<file path="src/c6502_pkg.sv">
// package: constants, phase codes and opcode helpers for the 6502 subset core
package c6502_pkg;

  localparam logic [15:0] START_ADDRESS_RESET = 16'hC000;
  localparam logic [7:0]  STACK_POINTER_RESET = 8'hFF;
  localparam logic [7:0]  STACK_PAGE          = 8'h01;

  localparam logic [0:0] CFG_START_ADDRESS = 1'b0;
  localparam logic [0:0] CFG_STACK_POINTER = 1'b1;

  localparam logic [3:0] PH_FETCH      = 4'd0;
  localparam logic [3:0] PH_BYTE1      = 4'd1;
  localparam logic [3:0] PH_BYTE2      = 4'd2;
  localparam logic [3:0] PH_READ       = 4'd3;
  localparam logic [3:0] PH_WRITE_LAST = 4'd4;
  localparam logic [3:0] PH_JSR_HI     = 4'd5;
  localparam logic [3:0] PH_RTS_LO     = 4'd6;
  localparam logic [3:0] PH_RTS_HI     = 4'd7;

  localparam logic [7:0] OP_BRK = 8'h00, OP_CLC = 8'h18, OP_DEX = 8'hCA, OP_DEY = 8'h88;
  localparam logic [7:0] OP_INX = 8'hE8, OP_INY = 8'hC8, OP_PLA = 8'h68, OP_PHA = 8'h48;
  localparam logic [7:0] OP_RTS = 8'h60, OP_TAX = 8'hAA, OP_TAY = 8'hA8, OP_TXA = 8'h8A;
  localparam logic [7:0] OP_TYA = 8'h98, OP_ASLA = 8'h0A, OP_ROLA = 8'h2A;
  localparam logic [7:0] OP_ADCI = 8'h69, OP_ANDI = 8'h29, OP_CMPI = 8'hC9, OP_CPXI = 8'hE0;
  localparam logic [7:0] OP_CPYI = 8'hC0, OP_EORI = 8'h49, OP_LDAI = 8'hA9, OP_LDXI = 8'hA2;
  localparam logic [7:0] OP_LDYI = 8'hA0, OP_BCC = 8'h90, OP_BEQ = 8'hF0, OP_BNE = 8'hD0;
  localparam logic [7:0] OP_BCS = 8'hB0, OP_JMP = 8'h4C, OP_JSR = 8'h20;
  localparam logic [7:0] OP_ADCA = 8'h6D, OP_LDAA = 8'hAD, OP_LDXA = 8'hAE, OP_LDAX = 8'hBD;
  localparam logic [7:0] OP_ASLM = 8'h0E, OP_ROLM = 8'h2E, OP_INCM = 8'hEE;
  localparam logic [7:0] OP_STAA = 8'h8D, OP_STAX = 8'h9D, OP_STXA = 8'h8E, OP_STYA = 8'h8C;

  // flags held as n v z c
  typedef struct packed {
    logic n;
    logic v;
    logic z;
    logic c;
  } flags_t;

  // instruction length in bytes
  function automatic logic [1:0] op_length(input logic [7:0] op);
    logic [1:0] len;
    case (op) inside
      OP_BRK, OP_CLC, OP_DEX, OP_DEY, OP_INX, OP_INY, OP_PLA, OP_PHA, OP_RTS,
      OP_TAX, OP_TAY, OP_TXA, OP_TYA, OP_ASLA, OP_ROLA: len = 2'd1;
      OP_ADCI, OP_ANDI, OP_CMPI, OP_CPXI, OP_CPYI, OP_EORI, OP_LDAI, OP_LDXI,
      OP_LDYI, OP_BCC, OP_BEQ, OP_BNE, OP_BCS: len = 2'd2;
      default: len = 2'd3;
    endcase
    return len;
  endfunction

endpackage

</file>
<file path="src/c6502_alu.sv">
// alu: adc, compare and shift results with flag updates
module c6502_alu (
  input  logic [7:0]          a,
  input  logic [7:0]          m,
  input  c6502_pkg::flags_t   flags_in,
  input  logic [1:0]          func,
  output logic [7:0]          result,
  output c6502_pkg::flags_t   flags_out
);
  // func: 0 adc, 1 compare, 2 asl, 3 rol
  logic [8:0] sum;
  logic [8:0] diff;

  always_comb begin
    sum = {1'b0, a} + {1'b0, m} + {8'd0, flags_in.c};
    diff = {1'b0, a} - {1'b0, m};
    flags_out = flags_in;
    result = a;
    case (func)
      2'd0: begin
        result = sum[7:0];
        flags_out.c = sum[8];
        flags_out.v = ~(a[7] ^ m[7]) & (a[7] ^ sum[7]);
      end
      2'd1: begin
        result = a;
        flags_out.c = ~diff[8];
        flags_out.n = diff[7];
        flags_out.z = (diff[7:0] == 8'd0);
      end
      2'd2: begin
        result = {a[6:0], 1'b0};
        flags_out.c = a[7];
      end
      default: begin
        result = {a[6:0], flags_in.c};
        flags_out.c = a[7];
      end
    endcase
    if (func != 2'd1) begin
      flags_out.n = result[7];
      flags_out.z = (result == 8'd0);
    end
  end
endmodule

</file>
<file path="src/cpu_6502_subset_core.sv">
// top level: 6502 subset core, one bus access per item
// Each input item completes the pending bus access and carries its read data
// (ignored after a write); each result item names the next access. After reset
// the pending access is the opcode fetch at start_address, so the first item
// is that opcode. The sequencer updates the registers and forms the next
// access in a single pass, and a result register with a one-entry skid lets
// one more item enter while a result waits.
// Instructions take 1 to 3 fetch items plus up to two data or stack items.
// BRK halts: from then on every result reads the program counter with halted
// set. Configuration writes load the program counter or stack pointer at once.
module cpu_6502_subset_core (
  input  logic        clk,
  input  logic        rst,
  input  logic        in_valid,
  output logic        in_stall,
  input  logic [7:0]  read_data,
  output logic        out_valid,
  input  logic        out_stall,
  output logic [15:0] bus_address,
  output logic        bus_write,
  output logic [7:0]  write_data,
  output logic        is_opcode_fetch,
  output logic        halted,
  input  logic        cfg_write,
  input  logic [0:0]  cfg_index,
  input  logic [15:0] cfg_data
);

  typedef struct packed {
    logic [15:0] addr;
    logic        wr;
    logic [7:0]  data;
    logic        fetch;
    logic        halt;
  } result_t;

  // architectural state
  logic [15:0] pc, pc_next;
  logic [7:0]  acc, acc_next, xr, xr_next, yr, yr_next, sp, sp_next, latch, latch_next;
  c6502_pkg::flags_t flags, flags_next;
  logic [23:0] ibytes, ibytes_next;
  logic [3:0]  phase, phase_next;
  logic        halt, halt_next;
  result_t     res;

  // output register plus skid entry
  result_t     out_reg, skid;
  logic        skid_valid;
  logic        accept;

  assign in_stall = skid_valid;
  assign accept = in_valid & ~in_stall;

  // alu hookup
  logic [7:0] alu_a, alu_m, alu_res;
  logic [1:0] alu_func;
  c6502_pkg::flags_t alu_flags;

  c6502_alu u_alu (
    .a(alu_a), .m(alu_m), .flags_in(flags), .func(alu_func),
    .result(alu_res), .flags_out(alu_flags)
  );

  logic [7:0]  op, b1, d;
  logic [15:0] target, eff, pc_inc, ret, br;
  logic [7:0]  m;

  function automatic c6502_pkg::flags_t nz(input c6502_pkg::flags_t f, input logic [7:0] v);
    c6502_pkg::flags_t r;
    r = f;
    r.n = v[7];
    r.z = (v == 8'd0);
    return r;
  endfunction

  always_comb begin
    d = read_data;
    pc_next = pc; acc_next = acc; xr_next = xr; yr_next = yr; sp_next = sp;
    latch_next = latch; flags_next = flags; ibytes_next = ibytes;
    phase_next = phase; halt_next = halt;
    pc_inc = pc + 16'd1;
    alu_a = acc; alu_m = d; alu_func = 2'd0;
    m = 8'd0;
    res = '{addr: pc, wr: 1'b0, data: 8'd0, fetch: 1'b0, halt: halt};

    // instruction bytes as seen by execute, after this item's byte is merged
    op = ibytes[7:0];
    b1 = ibytes[15:8];
    target = ibytes[23:8];
    case (phase)
      c6502_pkg::PH_FETCH: op = d;
      c6502_pkg::PH_BYTE1: begin b1 = d; target = {8'd0, d}; end
      c6502_pkg::PH_BYTE2: target = {d, ibytes[15:8]};
      default: ;
    endcase
    eff = target + ((op == c6502_pkg::OP_LDAX || op == c6502_pkg::OP_STAX) ?
                    {8'd0, xr} : 16'd0);
    ret = pc_inc - 16'd1;
    br = pc_inc + {{8{b1[7]}}, b1};

    if (!halt) begin
      // fetch phases plus execute
      if (phase == c6502_pkg::PH_FETCH || phase == c6502_pkg::PH_BYTE1 ||
          phase == c6502_pkg::PH_BYTE2) begin
        pc_next = pc_inc;
        ibytes_next = {target[15:8], b1, op};
        if (phase == c6502_pkg::PH_FETCH) ibytes_next = {16'd0, d};
        if (phase == c6502_pkg::PH_FETCH && c6502_pkg::op_length(d) > 2'd1) begin
          phase_next = c6502_pkg::PH_BYTE1;
          res.addr = pc_inc;
        end else if (phase == c6502_pkg::PH_BYTE1 &&
                     c6502_pkg::op_length(op) > 2'd2) begin
          phase_next = c6502_pkg::PH_BYTE2;
          res.addr = pc_inc;
        end else begin
          // execute; default outcome is the next opcode fetch
          phase_next = c6502_pkg::PH_FETCH;
          res.addr = pc_inc;
          res.fetch = 1'b1;
          case (op)
            c6502_pkg::OP_BRK: begin
              halt_next = 1'b1; res.fetch = 1'b0; res.halt = 1'b1;
            end
            c6502_pkg::OP_CLC: flags_next.c = 1'b0;
            c6502_pkg::OP_DEX: begin xr_next = xr - 8'd1; flags_next = nz(flags, xr_next); end
            c6502_pkg::OP_DEY: begin yr_next = yr - 8'd1; flags_next = nz(flags, yr_next); end
            c6502_pkg::OP_INX: begin xr_next = xr + 8'd1; flags_next = nz(flags, xr_next); end
            c6502_pkg::OP_INY: begin yr_next = yr + 8'd1; flags_next = nz(flags, yr_next); end
            c6502_pkg::OP_TAX: begin xr_next = acc; flags_next = nz(flags, acc); end
            c6502_pkg::OP_TAY: begin yr_next = acc; flags_next = nz(flags, acc); end
            c6502_pkg::OP_TXA: begin acc_next = xr; flags_next = nz(flags, xr); end
            c6502_pkg::OP_TYA: begin acc_next = yr; flags_next = nz(flags, yr); end
            c6502_pkg::OP_ASLA, c6502_pkg::OP_ROLA: begin
              alu_func = (op == c6502_pkg::OP_ASLA) ? 2'd2 : 2'd3;
              acc_next = alu_res; flags_next = alu_flags;
            end
            c6502_pkg::OP_ADCI: begin
              alu_m = b1; acc_next = alu_res; flags_next = alu_flags;
            end
            c6502_pkg::OP_ANDI: begin acc_next = acc & b1; flags_next = nz(flags, acc_next); end
            c6502_pkg::OP_EORI: begin acc_next = acc ^ b1; flags_next = nz(flags, acc_next); end
            c6502_pkg::OP_CMPI, c6502_pkg::OP_CPXI, c6502_pkg::OP_CPYI: begin
              alu_func = 2'd1; alu_m = b1;
              alu_a = (op == c6502_pkg::OP_CMPI) ? acc :
                      (op == c6502_pkg::OP_CPXI) ? xr : yr;
              flags_next = alu_flags;
            end
            c6502_pkg::OP_LDAI: begin acc_next = b1; flags_next = nz(flags, b1); end
            c6502_pkg::OP_LDXI: begin xr_next = b1; flags_next = nz(flags, b1); end
            c6502_pkg::OP_LDYI: begin yr_next = b1; flags_next = nz(flags, b1); end
            c6502_pkg::OP_BCC, c6502_pkg::OP_BCS, c6502_pkg::OP_BEQ, c6502_pkg::OP_BNE: begin
              if ((op == c6502_pkg::OP_BCC && !flags.c) || (op == c6502_pkg::OP_BCS && flags.c) ||
                  (op == c6502_pkg::OP_BEQ && flags.z) || (op == c6502_pkg::OP_BNE && !flags.z))
              begin
                pc_next = br; res.addr = br;
              end
            end
            c6502_pkg::OP_JMP: begin pc_next = target; res.addr = target; end
            c6502_pkg::OP_ADCA, c6502_pkg::OP_LDAA, c6502_pkg::OP_LDXA, c6502_pkg::OP_LDAX,
            c6502_pkg::OP_ASLM, c6502_pkg::OP_ROLM, c6502_pkg::OP_INCM: begin
              phase_next = c6502_pkg::PH_READ; res.addr = eff; res.fetch = 1'b0;
            end
            c6502_pkg::OP_STAA, c6502_pkg::OP_STAX, c6502_pkg::OP_STXA,
            c6502_pkg::OP_STYA: begin
              phase_next = c6502_pkg::PH_WRITE_LAST; res.addr = eff; res.fetch = 1'b0;
              res.wr = 1'b1;
              res.data = (op == c6502_pkg::OP_STXA) ? xr :
                         (op == c6502_pkg::OP_STYA) ? yr : acc;
            end
            c6502_pkg::OP_PHA: begin
              phase_next = c6502_pkg::PH_WRITE_LAST; res.addr = {c6502_pkg::STACK_PAGE, sp};
              res.fetch = 1'b0; res.wr = 1'b1; res.data = acc; sp_next = sp - 8'd1;
            end
            c6502_pkg::OP_PLA: begin
              sp_next = sp + 8'd1; phase_next = c6502_pkg::PH_READ;
              res.addr = {c6502_pkg::STACK_PAGE, sp_next}; res.fetch = 1'b0;
            end
            c6502_pkg::OP_JSR: begin
              latch_next = ret[7:0];
              res.addr = {c6502_pkg::STACK_PAGE, sp}; res.wr = 1'b1; res.data = ret[15:8];
              res.fetch = 1'b0; sp_next = sp - 8'd1; pc_next = target;
              phase_next = c6502_pkg::PH_JSR_HI;
            end
            c6502_pkg::OP_RTS: begin
              sp_next = sp + 8'd1; phase_next = c6502_pkg::PH_RTS_LO;
              res.addr = {c6502_pkg::STACK_PAGE, sp_next}; res.fetch = 1'b0;
            end
            default: ;
          endcase
        end
      end else begin
        phase_next = c6502_pkg::PH_FETCH;
        res.addr = pc;
        res.fetch = 1'b1;
        case (phase)
          c6502_pkg::PH_READ: begin
            eff = ibytes[23:8] + ((op == c6502_pkg::OP_LDAX) ? {8'd0, xr} : 16'd0);
            case (op)
              c6502_pkg::OP_ADCA: begin acc_next = alu_res; flags_next = alu_flags; end
              c6502_pkg::OP_LDAA, c6502_pkg::OP_LDAX, c6502_pkg::OP_PLA: begin
                acc_next = d; flags_next = nz(flags, d);
              end
              c6502_pkg::OP_LDXA: begin xr_next = d; flags_next = nz(flags, d); end
              c6502_pkg::OP_ASLM, c6502_pkg::OP_ROLM, c6502_pkg::OP_INCM: begin
                alu_a = d;
                alu_func = (op == c6502_pkg::OP_ASLM) ? 2'd2 : 2'd3;
                m = (op == c6502_pkg::OP_INCM) ? d + 8'd1 : alu_res;
                flags_next = (op == c6502_pkg::OP_INCM) ? nz(flags, m) : alu_flags;
                phase_next = c6502_pkg::PH_WRITE_LAST;
                res.addr = eff; res.wr = 1'b1; res.data = m; res.fetch = 1'b0;
              end
              default: ;
            endcase
          end
          c6502_pkg::PH_JSR_HI: begin
            sp_next = sp - 8'd1; phase_next = c6502_pkg::PH_WRITE_LAST;
            res.addr = {c6502_pkg::STACK_PAGE, sp}; res.wr = 1'b1; res.data = latch;
            res.fetch = 1'b0;
          end
          c6502_pkg::PH_RTS_LO: begin
            latch_next = d; sp_next = sp + 8'd1; phase_next = c6502_pkg::PH_RTS_HI;
            res.addr = {c6502_pkg::STACK_PAGE, sp_next}; res.fetch = 1'b0;
          end
          c6502_pkg::PH_RTS_HI: begin
            pc_next = {d, latch} + 16'd1; res.addr = pc_next;
          end
          default: ;
        endcase
      end
    end
  end

  always_ff @(posedge clk) begin
    if (rst) begin
      pc <= c6502_pkg::START_ADDRESS_RESET;
      sp <= c6502_pkg::STACK_POINTER_RESET;
      acc <= 8'd0; xr <= 8'd0; yr <= 8'd0; latch <= 8'd0;
      flags <= '0; ibytes <= 24'd0; phase <= c6502_pkg::PH_FETCH; halt <= 1'b0;
      out_valid <= 1'b0; skid_valid <= 1'b0;
    end else begin
      if (accept) begin
        pc <= pc_next; sp <= sp_next; acc <= acc_next; xr <= xr_next; yr <= yr_next;
        latch <= latch_next; flags <= flags_next; ibytes <= ibytes_next;
        phase <= phase_next; halt <= halt_next;
      end
      // configuration must only arrive while idle; the core itself does not enforce this
      if (cfg_write) begin
        if (cfg_index == c6502_pkg::CFG_START_ADDRESS) pc <= cfg_data;
        else sp <= cfg_data[7:0];
      end
      // output register with skid
      if (!out_valid || !out_stall) begin
        if (skid_valid) begin
          out_reg <= skid; out_valid <= 1'b1; skid_valid <= 1'b0;
        end else begin
          out_valid <= accept;
          if (accept) out_reg <= res;
        end
      end else if (accept) begin
        skid <= res; skid_valid <= 1'b1;
      end
    end
  end

  assign bus_address = out_reg.addr;
  assign bus_write = out_reg.wr;
  assign write_data = out_reg.data;
  assign is_opcode_fetch = out_reg.fetch;
  assign halted = out_reg.halt;

endmodule

</file>
<file path="config.mk">
export PLATFORM = sky130hd
export DESIGN_NAME = cpu_6502_subset_core
export DESIGN_NICKNAME = d
export VERILOG_FILES = /design/src/c6502_pkg.sv /design/src/c6502_alu.sv /design/src/cpu_6502_subset_core.sv
export SDC_FILE = /design/constraint.sdc
export NUM_CORES = 1
export LEC_CHECK = 0
export BUFFER_PORTS_ARGS = -buffer_cell sky130_fd_sc_hd__buf_4
export CORE_UTILIZATION = 40
export DETAILED_ROUTE_END_ITERATION = 16
export SLEW_MARGIN = 10
export SYNTH_ARGS = -nofsm -noshare
export SYNTH_HDL_FRONTEND = slang
export SYNTH_SLANG_ARGS = --single-unit
</file>
<file path="constraint.sdc">
create_clock -name clk -period 5.2 [get_ports clk]
set_clock_uncertainty 0.15 [all_clocks]
set_input_delay 0.78 -clock clk [delete_from_list [all_inputs] [get_ports clk]]
set_output_delay 0.78 -clock clk [all_outputs]
set_load 0.05 [all_outputs]
</file>
; ---- Yosys cells after proc, flatten, opt, wreduce, memory -nomap -nowiden
; Cells that the tools add are included.
[op_classes]
add_sub_neg = 16
n_mul = 0
n_div = 0
magnitude_cmp = 2
n_eq_ne = 96
shift = 0
mux = 121
bitwise = 14
reduce_logical = 78
[ops]
columns = operator, count
row1 = 8-bit equality test (second input constant), 44
row2 = 8-bit 2-to-1 mux, 42
row3 = 16-bit 2-to-1 mux, 11
row4 = 8-bit zero test, 15
row5 = 8-bit by 7-bit equality test with 1-bit output (second input constant), 12
row6 = 27-bit 2-to-1 mux, 3
row7 = 16-bit one-hot mux with 5 select lines, 1
row8 = 16-bit one-hot mux with 2 select lines, 2
row9 = 16-bit one-hot mux with 4 select lines, 1
row10 = 8-bit one-hot mux with 4 select lines, 2
row11 = 26-bit 2-to-1 mux, 2
row12 = 8-bit by 6-bit equality test with 1-bit output (second input constant), 6
row13 = 8-bit one-hot mux with 2 select lines, 3
row14 = 8-bit one-hot mux with 6 select lines, 1
row15 = 3-bit one-hot mux with 11 select lines, 1
row16 = 16-bit by 1-bit adder with 16-bit output (second input constant), 2
row17 = 16-bit by 8-bit adder with 16-bit output, 2
row18 = 8-bit by 1-bit adder with 8-bit output (second input constant), 4
row19 = 15-bit OR reduction, 2
row20 = 9-bit one-hot mux with 3 select lines, 1
row21 = 2-bit 2-to-1 mux, 13
row22 = 2-bit inequality test (second input constant), 13
row23 = 13-bit OR reduction, 2
row24 = 8-bit by 4-bit equality test with 1-bit output (second input constant), 3
row25 = 59 further kinds, 139
[totals]
ff_bits = 145
latch_bits = 0
mem_bits_rw = 0
rom_bits = 0
inputBits = 30
out_inout_bits = 29
elab_cells = 352
memories = 0

; ---- Longest topological paths before layout
[logic_depth]
ltp_word = 27
mapped_depth = 27
mapped_depth_nobuf = 24

; ---- Modules after synthesis
; A second synthesis with hierarchy kept.
[hier_totals]
hier_cells = 2316
area_unflattened_um2 = 17200.2
[by_module_without_submodules]
columns = module, n_inst, cells_per_inst, area_each_um2, seq_area_each_um2
row1 = cpu_6502_subset_core, 1, 2166, 16102.9, 3423.3
row2 = c6502_alu, 1, 150, 1097.3, 0.0

; ---- Least setup slack after synthesis
; Ideal clock, no wire load.
[synth_timing]
path_kind = in2reg
from = input read_data[0]
to = register out_reg (netlist bit write_data[6]) (data pin)
setup_ns = 0.130
arrival_ns = 5.328
required_ns = 4.920
path_slack_ns = -0.408
cell_stages = 22
cell_sequence = clkbuf_1 or3_1 or4_4 a221oi_2 buf_2 clkbuf_1 o21ai_0 a21oi_1 o22a_1 inv_1 fa_1 nor2b_1 o21ai_0 a21oi_1 o21ai_0 and3_1 o31a_1 a21o_1 o21ai_1 nand2_1 a211oi_1 mux2_2
[synth_lines]
columns = element, line_no
row1 = "start, declared", cpu_6502_subset_core.sv:16  ; input logic [7:0] read_data,
row2 = "end signal, assigned", cpu_6502_subset_core.sv:257  ; if (accept) out_reg <= res;
row3 = "end, declared", cpu_6502_subset_core.sv:47  ; result_t out_reg, skid;

==> results.py <==
metrics = {
    "detailed_routing": {
        "viasPerCell": 6.64,
        "antenna_left": 0,
        "drt-met1-wl_mm": 34.6,
        "routed_wl_mm": 91.0,
        "drt_iter0_markers": 2530,
        "wl_met2_mm": 39.5,
        "wl_per_cell_um": 30.0,
        "dr_wl_met3_mm": 8.08,
        "vias": 20169,
        "routed.top_layer": "met4",
        "drtPass1Iterations": 7,
        "drc": 0,
    },
    "synth": {
        "synth-async-reset-ratio_pct": 0,
        "yosys.area.top_type_share_pct": 10.7,
        "synth_area_leader_cell": "dfxtp_1",
        "synth.net_count": 2373,
        "avgSynthCellArea_um2": 7.25,
        "synth_area_leaders": "dfxtp_1 11%, edfxtp_1 9.9%, a21oi_1 6.3%",
        "synthCells": 2266,
        "ys.flop_type": "dfxtp_1",
        "netlist_area_um2": 16400,
        "ys_seq_area_share_pct": 20.6,
        "ys_seq_elements": 142,
        "synth-edff-count": 54,
        "synth_warnings": 0,
        "ys_types": 91,
    },
    "critical_path": {
        "path_cells": "or3_4, mux2_2, nor4_4, buf_4, buf_4, nand2_2, or2_2, fa_1, nor2b_1, o21ai_1, a21boi_1, o21ai_2, a21boi_1, o21a_2, o2111ai_1, xor2_1, o22ai_1, a221o_1, mux2_2",
        "arrival_ns": 5.19,
        "worstSetupPathType": "reg2reg",
        "slowest_stage": "a221o_1",
        "cp.required_ns": 5.29,
        "rrSetupSlack_ns": 0.11,
        "startpoint_type": "flop",
        "path_max_fanout": 7,
        "end_kind": "flop",
        "max_stage_delay_ns": 0.44,
    },
    "die": {
        "initial_utilization_pct": 41.0,
        "coreArea_um2": 40100,
        "die-area_um2": 41900,
        "die_w_um": 205,
        "pin_count": 59,
        "num_rows": 73,
        "die_y_um": 205,
    },
    "power_and_ir_drop": {
        "ir_worst_vdd_mv": 0.201,
        "p_per_area_nw_per_um2": 211,
        "p_leak_uw": 0.00776,
    },
    "run": {
        "cap_violations": 0,
    },
    "finish": {
        "post_route_cells_drive_above_1_share_pct": 21.9,
        "areaGrowthSynthToFinish_pct": 23.1,
        "stdcell_area_um2": 20200,
        "instances_no_fill": 3036,
        "final_cell_mix": "382 x buf_4, 221 x nor2_1, 216 x nand2_1",
        "diodes": 0,
        "n_fill_cell": 3964,
        "mostFrequentLayoutCell": "buf_4",
        "nets": 2605,
    },
    "clock_tree": {
        "cts_hold_buf": 0,
        "clk_pin_slew_ns": 0.07,
        "ctsHtreeMaxLevel": 4,
        "clk_latency_ns": 0.50,
        "clkSinkCount": 142,
        "cts_root_buffer": "clkbuf_16",
        "cts_tree": "built",
        "cts_buffers": 17,
        "cts.path.max_buffers": 2,
    },
    "timing": {
        "period_share_pct": 98.0,
        "tns_ns": 0,
        "tightest_slew_ns": 1.21,
        "hold_viol_final": 0,
        "holdWs_ns": 0.347,
        "period_needed_ns": 5.09,
        "grt_setup_unrepaired": "true",
        "slew_viol_final": 0,
        "fin_ws_ns": 0.106,
        "max_freq_mhz": 196,
        "setup_viol": 0,
        "slew_headroom_pct": 19.0,
    },
    "global_route": {
        "track_usage_pct": 43.2,
        "grt_pass1_vias": 18857,
        "overflow": 0,
        "grt_pass1_wl_mm": 131,
        "antenna_found_initial": 2,
        "grt_start_max_net_pins": 60,
    },
    "placed_design": {
        "hpwl_mm": 69.0,
        "pre_cts_slack_ns": -0.492,
        "place_area_um2": 19300,
        "io_buffers": 58,
        "place.gp.congestion": 1.08,
        "place_inst": 2989,
    },
    "status": {
        "status": "complete, no violations",
    },
    "min_path": {
        "hold_path.class": "in2reg",
    },
}
[sequential cells by signal, indices dropped and copies added, names as in the netlist, named ones only]
name / cells
skid: 27
ibytes: 21
bus_address: 16
pc: 16
acc: 8
latch: 8
sp: 8
write_data: 8
xr: 8
yr: 8
phase: 3
flags: 2
bus_write: 1
halt: 1
halted: 1
in_stall: 1
is_opcode_fetch: 1
out_valid: 1
[path summary, 6_finish.rpt]
kind,startpoint,end,cells after the start
hold / removal,cfg_data[0],sp[0],2
setup / recovery,phase[2],bus_address[12],19
hold reg to reg,flop,flop,2
setup reg to reg,phase[2],bus_address[12],19
[stage by stage]
stage          util (%)  power (µW)
5_1_grt            50.5        4380
6_report           50.5        4260
2_1_floorplan         -        2150
3_5_place_dp       48.1        2840
3_3_place_gp       48.1        2840
4_1_cts            49.6        4170
[layer usage]
layer  global-route usage (%)  vias up
met2                     66.7     1275
met3                     7.37      359
met5                        0        -
met4                     36.2        0
met1                     52.4     9600
li1                         -     8935
[layout make-up]
| cell class | count | area, µm² | area share [%] |
|---|---|---|---|
| Timing Repair Buffer | 392 | 3020 | 14.9 |
| Inverter | 70 | 263 | 1.30 |
| Sequential cell | 142 | 3380 | 16.7 |
| Tap cell | 525 | 657 | 3.25 |
| Clock buffer | 17 | 425 | 2.10 |
| Multi-Input combinational cell | 1875 | 12300 | 60.9 |
| Clock inverter | 15 | 163 | 0.804 |
[cell usage after synthesis (20+ instances only)]
cell / n
clkbuf_1: 143
a221oi_1: 24
a22oi_1: 41
inv_1: 67
xnor2_1: 72
mux2_2: 49
nor3_1: 71
nand2b_1: 24
and2_1: 24
mux2i_1: 37
nand2_1: 217
xor2_1: 41
nor2_1: 223
o21ai_0: 173
a221o_1: 20
dfxtp_1: 88
a31oi_1: 26
edfxtp_1: 54
a21oi_1: 208
nand3_1: 76
nor4_1: 29
o22ai_1: 36
a211oi_1: 44
nor2b_1: 23
ha_1: 71
o211ai_1: 36
[cell families (layout without fill, tap and decap cells)]
logic type / count (synthesis) / after routing / synth area share (%)
DFF: 142 / 142 / 20.6
xor gates and xnor gates: 113 / 113 / 6.02
and+or+nand+nor: 808 / 808 / 23.9
buffers and inverters: 249 / 494 / 6.02
AOI/OAI and AO/OA: 791 / 791 / 31.7
adders and majority gates: 77 / 77 / 6.14
muxes: 86 / 86 / 5.61
[critical path, delay by kind of cell (launching register included)]
family                     cells  cell delay, ns
AOI/OAI and AO/OA              8            1.56
and+or+nand+nor                5            1.26
muxes                          2            0.60
adders and majority gates      1            0.39
buffers and inverters          2            0.36
DFF                            1            0.32
xor gates and xnor gates       1            0.19
[where the power goes]
| group | switching (µW) | total (µW) | internal, µW |
|---|---|---|---|
| clock | 625 | 1340 | 711 |
| combinational | 1040 | 1660 | 619 |
| sequential | 56.5 | 1270 | 1210 |
[what timing repair did]
action,CTS,global route
buffers inserted,0,14
endpoints found under the setup margin,7,34
pin swaps,0,32
resized for setup,9,53
cloned,0,0
No activity file was read; power rests on OpenSTA's default activity.
